$ cat config.mk
export PLATFORM = sky130hd
export DESIGN_NAME = cpp_identifier_char_sanitizer
export DESIGN_NICKNAME = d
export VERILOG_FILES = /design/src/rtl/core/cis_pkg.sv /design/src/rtl/core/cis_classify.sv /design/src/rtl/core/cpp_identifier_char_sanitizer.sv
export SDC_FILE = /design/constraint.sdc
export NUM_CORES = 1
export LEC_CHECK = 0
export BUFFER_PORTS_ARGS = -buffer_cell sky130_fd_sc_hd__clkbuf_2
export CAP_MARGIN = 10
export CORE_ASPECT_RATIO = 1.5
export CORE_MARGIN = 2
export CORE_UTILIZATION = 55
export CTS_BUF_LIST = sky130_fd_sc_hd__clkbuf_2
export DETAILED_ROUTE_END_ITERATION = 7
export GPL_TIMING_DRIVEN = 0
export PLACE_DENSITY = 0.83
export SLEW_MARGIN = 20
export SYNTH_ARGS = -nofsm -noshare
export SYNTH_HDL_FRONTEND = slang
export SYNTH_SLANG_ARGS = --single-unit
$ cat constraint.sdc
create_clock -name clk_i -period 7.6 [get_ports clk_i]
set_clock_uncertainty 0.15 [all_clocks]
set_input_delay 0.38 -clock clk_i [delete_from_list [all_inputs] [get_ports clk_i]]
set_output_delay 0.38 -clock clk_i [all_outputs]
set_load 0.05 [all_outputs]
$ cat src/rtl/core/cis_pkg.sv
`timescale 1ns / 1ps
// ----------------------------------------------------------------------------
// cis_pkg
// Shared types, constants and the byte class table of the identifier
// character sanitiser.
// ----------------------------------------------------------------------------
package cis_pkg;

  localparam int unsigned CharW = 8;
  localparam int unsigned PosW  = 4;

  localparam logic [CharW-1:0] Underscore = 8'h5F;
  localparam logic [PosW-1:0]  PosSat     = 4'd11;
  localparam logic [PosW-1:0]  OperLo     = 4'd8;
  localparam logic [PosW-1:0]  OperHi     = 4'd10;
  localparam logic [PosW-1:0]  PrefixLen  = 4'd8;

  // Permission class bits
  typedef struct packed {
    logic oper;
    logic tmpl;
    logic first;
    logic after;
  } cis_cls_t;

  // Per-name context seen by the classifier
  typedef struct packed {
    logic [PosW-1:0] pos;
    logic            in_template;
    logic            prefix_match;
  } cis_ctx_t;

  // State update requests from the classifier
  typedef struct packed {
    logic open_br;
    logic close_br;
    logic prefix_miss;
  } cis_upd_t;

  // Expected byte of "operator" at a given position
  function automatic logic [CharW-1:0] prefix_char(input logic [2:0] idx);
    logic [CharW-1:0] c;
    case (idx)
      3'd0:    c = "o";
      3'd1:    c = "p";
      3'd2:    c = "e";
      3'd3:    c = "r";
      3'd4:    c = "a";
      3'd5:    c = "t";
      3'd6:    c = "o";
      3'd7:    c = "r";
      default: c = "o";
    endcase
    return c;
  endfunction

  // Permission classes of a byte below 128
  function automatic cis_cls_t byte_classes(input logic [CharW-1:0] c);
    cis_cls_t cls;
    cls = '0;
    if (c inside {["0":"9"]}) begin
      cls = '{oper: 1'b1, tmpl: 1'b1, first: 1'b0, after: 1'b1};
    end else begin
      case (c)
        "_":
          cls = '{oper: 1'b1, tmpl: 1'b1, first: 1'b1, after: 1'b1};
        "*", "(", ")", "[", "]":
          cls = '{oper: 1'b1, tmpl: 1'b1, first: 1'b0, after: 1'b0};
        ":", ",":
          cls = '{oper: 1'b0, tmpl: 1'b1, first: 1'b0, after: 1'b0};
        "&", "+", "-", "|", "=", "!", "/", "%", "^":
          cls = '{oper: 1'b1, tmpl: 1'b0, first: 1'b0, after: 1'b0};
        "~":
          cls = '{oper: 1'b1, tmpl: 1'b1, first: 1'b1, after: 1'b0};
        default:
          cls = '0;
      endcase
    end
    return cls;
  endfunction

endpackage

$ cat src/rtl/core/cis_classify.sv
`timescale 1ns / 1ps
// ----------------------------------------------------------------------------
// cis_classify
// Judges one byte against the current name context: keeps it or replaces
// it with an underscore, and reports bracket and prefix events.
// ----------------------------------------------------------------------------
module cis_classify (
  input  logic [cis_pkg::CharW-1:0] char_i,
  input  cis_pkg::cis_ctx_t         ctx_i,
  output logic [cis_pkg::CharW-1:0] char_o,
  output cis_pkg::cis_upd_t         upd_o
);

  cis_pkg::cis_cls_t cls;
  logic              is_letter;
  logic              is_open;
  logic              is_close;
  logic              pos_first;
  logic              pos_oper;
  logic              allowed;

  // Decode the byte
  always_comb begin
    is_letter = (char_i inside {["A":"Z"], ["a":"z"]});
    is_open   = (char_i == "<");
    is_close  = (char_i == ">");
    cls       = cis_pkg::byte_classes(char_i);
  end

  // Check permission classes against the position and nesting
  always_comb begin
    pos_first = (ctx_i.pos == '0);
    pos_oper  = (ctx_i.pos >= cis_pkg::OperLo) && (ctx_i.pos <= cis_pkg::OperHi);
    allowed   = (cls.after && !pos_first) ||
                (cls.first && pos_first) ||
                (cls.tmpl && ctx_i.in_template) ||
                (cls.oper && pos_oper && ctx_i.prefix_match);
    if (is_letter || is_open || is_close) begin
      char_o = char_i;
    end else if (char_i[cis_pkg::CharW-1]) begin
      char_o = cis_pkg::Underscore;
    end else begin
      char_o = allowed ? char_i : cis_pkg::Underscore;
    end
  end

  // Report state events
  always_comb begin
    upd_o.open_br     = is_open;
    upd_o.close_br    = is_close;
    upd_o.prefix_miss = (ctx_i.pos < cis_pkg::PrefixLen) &&
                        (char_i != cis_pkg::prefix_char(ctx_i.pos[2:0]));
  end

endmodule

$ cat src/rtl/core/cpp_identifier_char_sanitizer.sv
`timescale 1ns / 1ps
// ----------------------------------------------------------------------------
// cpp_identifier_char_sanitizer
// Byte-wise cleaner for C++ symbol names.
// ----------------------------------------------------------------------------
// One request carries one byte of a name and a last-byte flag; one result
// carries the kept byte or an underscore and a copy of the flag. Each byte is
// judged combinationally and lands in a one-deep result register, so a new
// byte is taken every cycle while the result side keeps up. Letters and angle
// brackets always pass, bytes of 128 and above always become an underscore,
// and other bytes pass by their position in the name, the template nesting
// depth and whether the name began with "operator". Nesting depth saturates
// at MAX_TEMPLATE_DEPTH and floors at zero. All per-name state returns to
// reset after the last byte.
// ----------------------------------------------------------------------------
module cpp_identifier_char_sanitizer #(
  parameter int unsigned MAX_TEMPLATE_DEPTH = 255
) (
  input  logic                      clk_i,
  input  logic                      rst_ni,
  input  logic                      in_valid_i,
  output logic                      in_ready_o,
  input  logic [cis_pkg::CharW-1:0] char_in_i,
  input  logic                      end_of_name_i,
  output logic                      out_valid_o,
  input  logic                      out_ready_i,
  output logic [cis_pkg::CharW-1:0] char_out_o,
  output logic                      name_done_o
);

  localparam int unsigned DepthW = $clog2(MAX_TEMPLATE_DEPTH + 1);
  localparam logic [DepthW-1:0] DepthMax = DepthW'(MAX_TEMPLATE_DEPTH);

  logic [DepthW-1:0]          depth_q, depth_d;
  logic [cis_pkg::PosW-1:0]   pos_q, pos_d;
  logic                       match_q, match_d;
  logic                       out_valid_q, out_valid_d;
  logic [cis_pkg::CharW-1:0]  char_q;
  logic                       done_q;
  logic                       accept;
  cis_pkg::cis_ctx_t          ctx;
  cis_pkg::cis_upd_t          upd;
  logic [cis_pkg::CharW-1:0]  char_res;

  // Take a request whenever the result register is empty or draining
  assign in_ready_o = !out_valid_q || out_ready_i;
  assign accept     = in_valid_i && in_ready_o;

  assign ctx = '{pos: pos_q, in_template: (depth_q != '0), prefix_match: match_q};

  cis_classify u_classify (
    .char_i (char_in_i),
    .ctx_i  (ctx),
    .char_o (char_res),
    .upd_o  (upd)
  );

  // Advance per-name state; drop it back to reset after the last byte
  always_comb begin
    depth_d = depth_q;
    pos_d   = pos_q;
    match_d = match_q;
    if (accept) begin
      if (end_of_name_i) begin
        depth_d = '0;
        pos_d   = '0;
        match_d = 1'b1;
      end else begin
        if (upd.open_br && (depth_q < DepthMax)) begin
          depth_d = depth_q + DepthW'(1);
        end else if (upd.close_br && (depth_q != '0)) begin
          depth_d = depth_q - DepthW'(1);
        end
        if (pos_q < cis_pkg::PosSat) begin
          pos_d = pos_q + cis_pkg::PosW'(1);
        end
        match_d = match_q && !upd.prefix_miss;
      end
    end
  end

  // Hold the result until it is taken
  always_comb begin
    out_valid_d = out_valid_q;
    if (accept) begin
      out_valid_d = 1'b1;
    end else if (out_ready_i) begin
      out_valid_d = 1'b0;
    end
  end

  always_ff @(posedge clk_i or negedge rst_ni) begin
    if (!rst_ni) begin
      depth_q     <= '0;
      pos_q       <= '0;
      match_q     <= 1'b1;
      out_valid_q <= 1'b0;
    end else begin
      depth_q     <= depth_d;
      pos_q       <= pos_d;
      match_q     <= match_d;
      out_valid_q <= out_valid_d;
    end
  end

  // Capture the result payload
  always_ff @(posedge clk_i) begin
    if (accept) begin
      char_q <= char_res;
      done_q <= end_of_name_i;
    end
  end

  assign out_valid_o = out_valid_q;
  assign char_out_o  = char_q;
  assign name_done_o = done_q;

endmodule

==> metrics.csv <==
stage;metric;value;unit
setup_path;cp.arrival;3.05;ns
layout;drive_gt1_share;20.7;%
sta;whs;0.0545;ns
clock_tree;htree_levels;1;
clock_tree;cts_tree;done;
synth;ys_async_sr_fraction;60.9;%
clock_tree;worstSkewPairLatency;0.34;ns
global_routing;grt_util_met2;42.0;%
pwr;clockPowerShare;16.1;%
sta;max_freq;340;MHz
synth;syn-num-nets;214;
floorplan;core_area;0.00313;mm2
setup_path;critPathMostFrequentCell;or3_1;
sta;slew_violations;0;
floorplan;row_count;25;
setup_path;crit_required;7.71;ns
sta;worstMarginPinSlew;0.505;ns
global_routing;grt_pass1_vias;1414;
layout;fillers;287;
layout;stdcell_count;257;
setup_path;slowest_stage;dfrtp_1;
layout;antenna_cells;0;
sta;setup-violations-final;0;
floorplan;start_util;57.0;%
routing;wire_per_inst;14.6;um
sta;setup-tns-final;0;ns
setup_path;cp-startpoint;depth_q[0]$_DFFE_PN0P_;
clock_tree;numCtsBuffers;3;
layout;postLayoutCellArea;0.00197;mm2
global_routing;grt_max_degree;15;
hold_path;hold_start;end_of_name_i;
placed_design;placed_cell_area;0.00194;mm2
setup_path;worstSetupStartpointType;flip-flop;
global_routing;antenna_found_initial;0;
layout;nNetsFinal;241;
routing;wirelength;3750;um
global_routing;grt_remaining_overflow;0;
hold_path;hp-class;input port to flip-flop;
sta;fin_crit;2.94;ns
global_routing;gr-usage-met3;1.83;%
placed_design;dpl.cell_count;252;
sta;rsz0062_at_grt;no;
floorplan;die_w;50.5;um
floorplan;dieArea;0.00373;mm2
setup_path;critical_path_class;flip-flop to flip-flop;
pwr;finalPower;323;uW
synth;syn_avg_cell_area;9.34;um2
global_routing;use_met1;23.5;%
setup_path;reg2reg_from;depth_q[0]$_DFFE_PN0P_;
floorplan;die_h;73.8;um
placed_design;io_buffers;21;
clock_tree;cts_max_path_buffers;2;
layout;final_common_cell;clkbuf_2;
job;maxCapViolations;0;
routing;dr_total_vias;1546;
global_routing;grt_first_pass_wirelength;6200;um
layout;ff_latch_area;622;um2
pwr;swShare;37.2;%
routing;drc;0;
global_routing;grt-busiest-layer;met2;
pwr;power.internal;203;uW
synth;synth_flop_cell;dfrtp_1;
setup_path;crit_path_max_incr_delay;0.50;ns
placed_design;dpl.hpwl;2860;um
routing;drt-initial-drc-count;58;
synth;ys_warn_count;0;
pwr;power_density;164;mW/mm2
pwr;p_leak;0.000804;uW
clock_tree;root_buffer;clkbuf_2;
placed_design;gp_congestion;0.904;
global_routing;grt_use_total;21.6;%
synth;synth_enable_flop_cells;9;
sta;relSlewSlack;66.3;%
setup_path;path_cells;nand4_1 > nor2_1 > or3_1 > ha_1 > nor2b_1 > o21ai_1 > a21boi_0 > o21a_1 > or3_1 > a32o_1;
synth;synth_top_area_share;18.2;%
pwr;vdd_drop_max;0.0000903;V
layout;final_cell_mix;clkbuf_2, nand2_1, dfrtp_1;
floorplan;ios;24;
sta;hold_viol_final;0;
sta;period_share;38.7;%
synth;synth.area.top_cells;dfrtp_1, edfxtp_1, ha_1;
layout;area.growth.synth_to_final;10.4;%
routing;firstDrtPassIters;4;
pwr;combPwrFrac;36.5;%
routing;vias_per_cell;6.02;
clock_tree;cts.sinks;23;
synth;syn_inst;191;
pwr;switchingPower;120;uW
setup_path;worst_setup_path_end_kind;flip-flop;
pwr;seq_power_share;47.4;%
synth;synth.largest_area_cell;dfrtp_1;
setup_path;path_max_fanout;7;
synth;syn_area;0.00178;mm2
clock_tree;path_clk_slew;0.24;ns
status;status;finished, final reports clean;
layout;multi_input_area;0.00102;mm2
synth;ys_seq_area_share;34.9;%
synth;yosys.cell_types.count;61;
synth;ys_ff_latch;23;
routing;ant_nets;0;
[path summary, 6_finish.rpt]
check / slack, ns / to / cells past startpoint
max in group asynchronous: 6.67 / match_q$_DFFE_PN1P_ / 2
worst max-delay path: 4.66 / depth_q[6]$_DFFE_PN0P_ / 10
min in group asynchronous: 0.31 / pos_q[3]$_DFFE_PN0P_ / 2
worst min-delay path: 0.05 / name_done_o$_DFFE_PP_ / 1
worst min register to register: 0.40 / depth_q[7]$_DFFE_PN0P_ / 1
worst max register to register: 4.66 / depth_q[6]$_DFFE_PN0P_ / 10
[timing repair]
action,CTS,global route
hold buffers,1,0
hold endpoints to repair,13,0
resized for setup,0,0
setup buffers,0,0
[sequential cells by signal, summed over array words and instances, names as in the netlist]
signal,count
name_done_o,1
match_q,1
out_valid_o,1
char_out_o,8
pos_q,4
depth_q,8
[cells in the mapped netlist (3+ instances only)]
cell      instances
ha_1              9
dfrtp_1          13
nand2_1          13
a21oi_1           7
edfxtp_1          9
inv_1            12
nand3_1           5
or2_1             6
a31oi_1           5
o21ai_0           7
or3_1             4
nor2_1           12
xor2_1            4
nand4_1           3
nor3_1            6
nand2b_1          3
xnor2_1           4
a22o_1            5
buf_6             3
nor2b_1           4
buf_4             3
[kinds of logic after synthesis]
| logic type | synth area share, % |
|---|---|
| xor+xnor | 3.93 |
| compound gates | 21.4 |
| fa+ha+maj | 7.43 |
| simple gates | 23.7 |
| flops | 34.9 |
| mux | 0.561 |
| buf+inv | 7.92 |
| other cells | 0.210 |
[metrics by stage]
stage | utilization [%] | setup WS [ns]
2_1_floorplan | - | 4.58
4_1_cts | 63.0 | 4.65
5_1_grt | 63.0 | 4.49
6_report | 63.0 | 4.66
3_3_place_gp | 62.0 | 4.29
3_5_place_dp | 62.0 | 4.28
[power groups by stage]
stage	Sequential, uW	Clock (uW)	Combinational [uW]
floorplan	162	0	82.4
global placement	155	0	113
detailed placement	155	0	117
CTS	153	51.6	118
global route	155	55.6	132
finish	153	51.9	118
[area by class of cell]
cell class | instances | area share, %
multi-input cells | 145 | 51.8
flip-flops and latches | 23 | 31.6
repair buffers | 22 | 5.84
plain buffers | 11 | 4.89
well taps | 40 | 2.54
inverters | 12 | 2.29
clock buffers | 3 | 0.762
clock inverters | 1 | 0.254
[layer usage]
metal | up-vias | routed length (um)
li1 | 761 | -
met1 | 738 | 1510
met2 | 37 | 2050
met3 | 10 | 108
met4 | 0 | 81
met5 | - | 0
[worst max-delay path: cells and delay by family, from the launching register on]
family,cells,cell delay [ns]
flops,1,0.50
simple gates,5,1.12
compound gates,4,0.71
fa+ha+maj,1,0.38
Note: power is estimated with default switching activity, not from simulation.
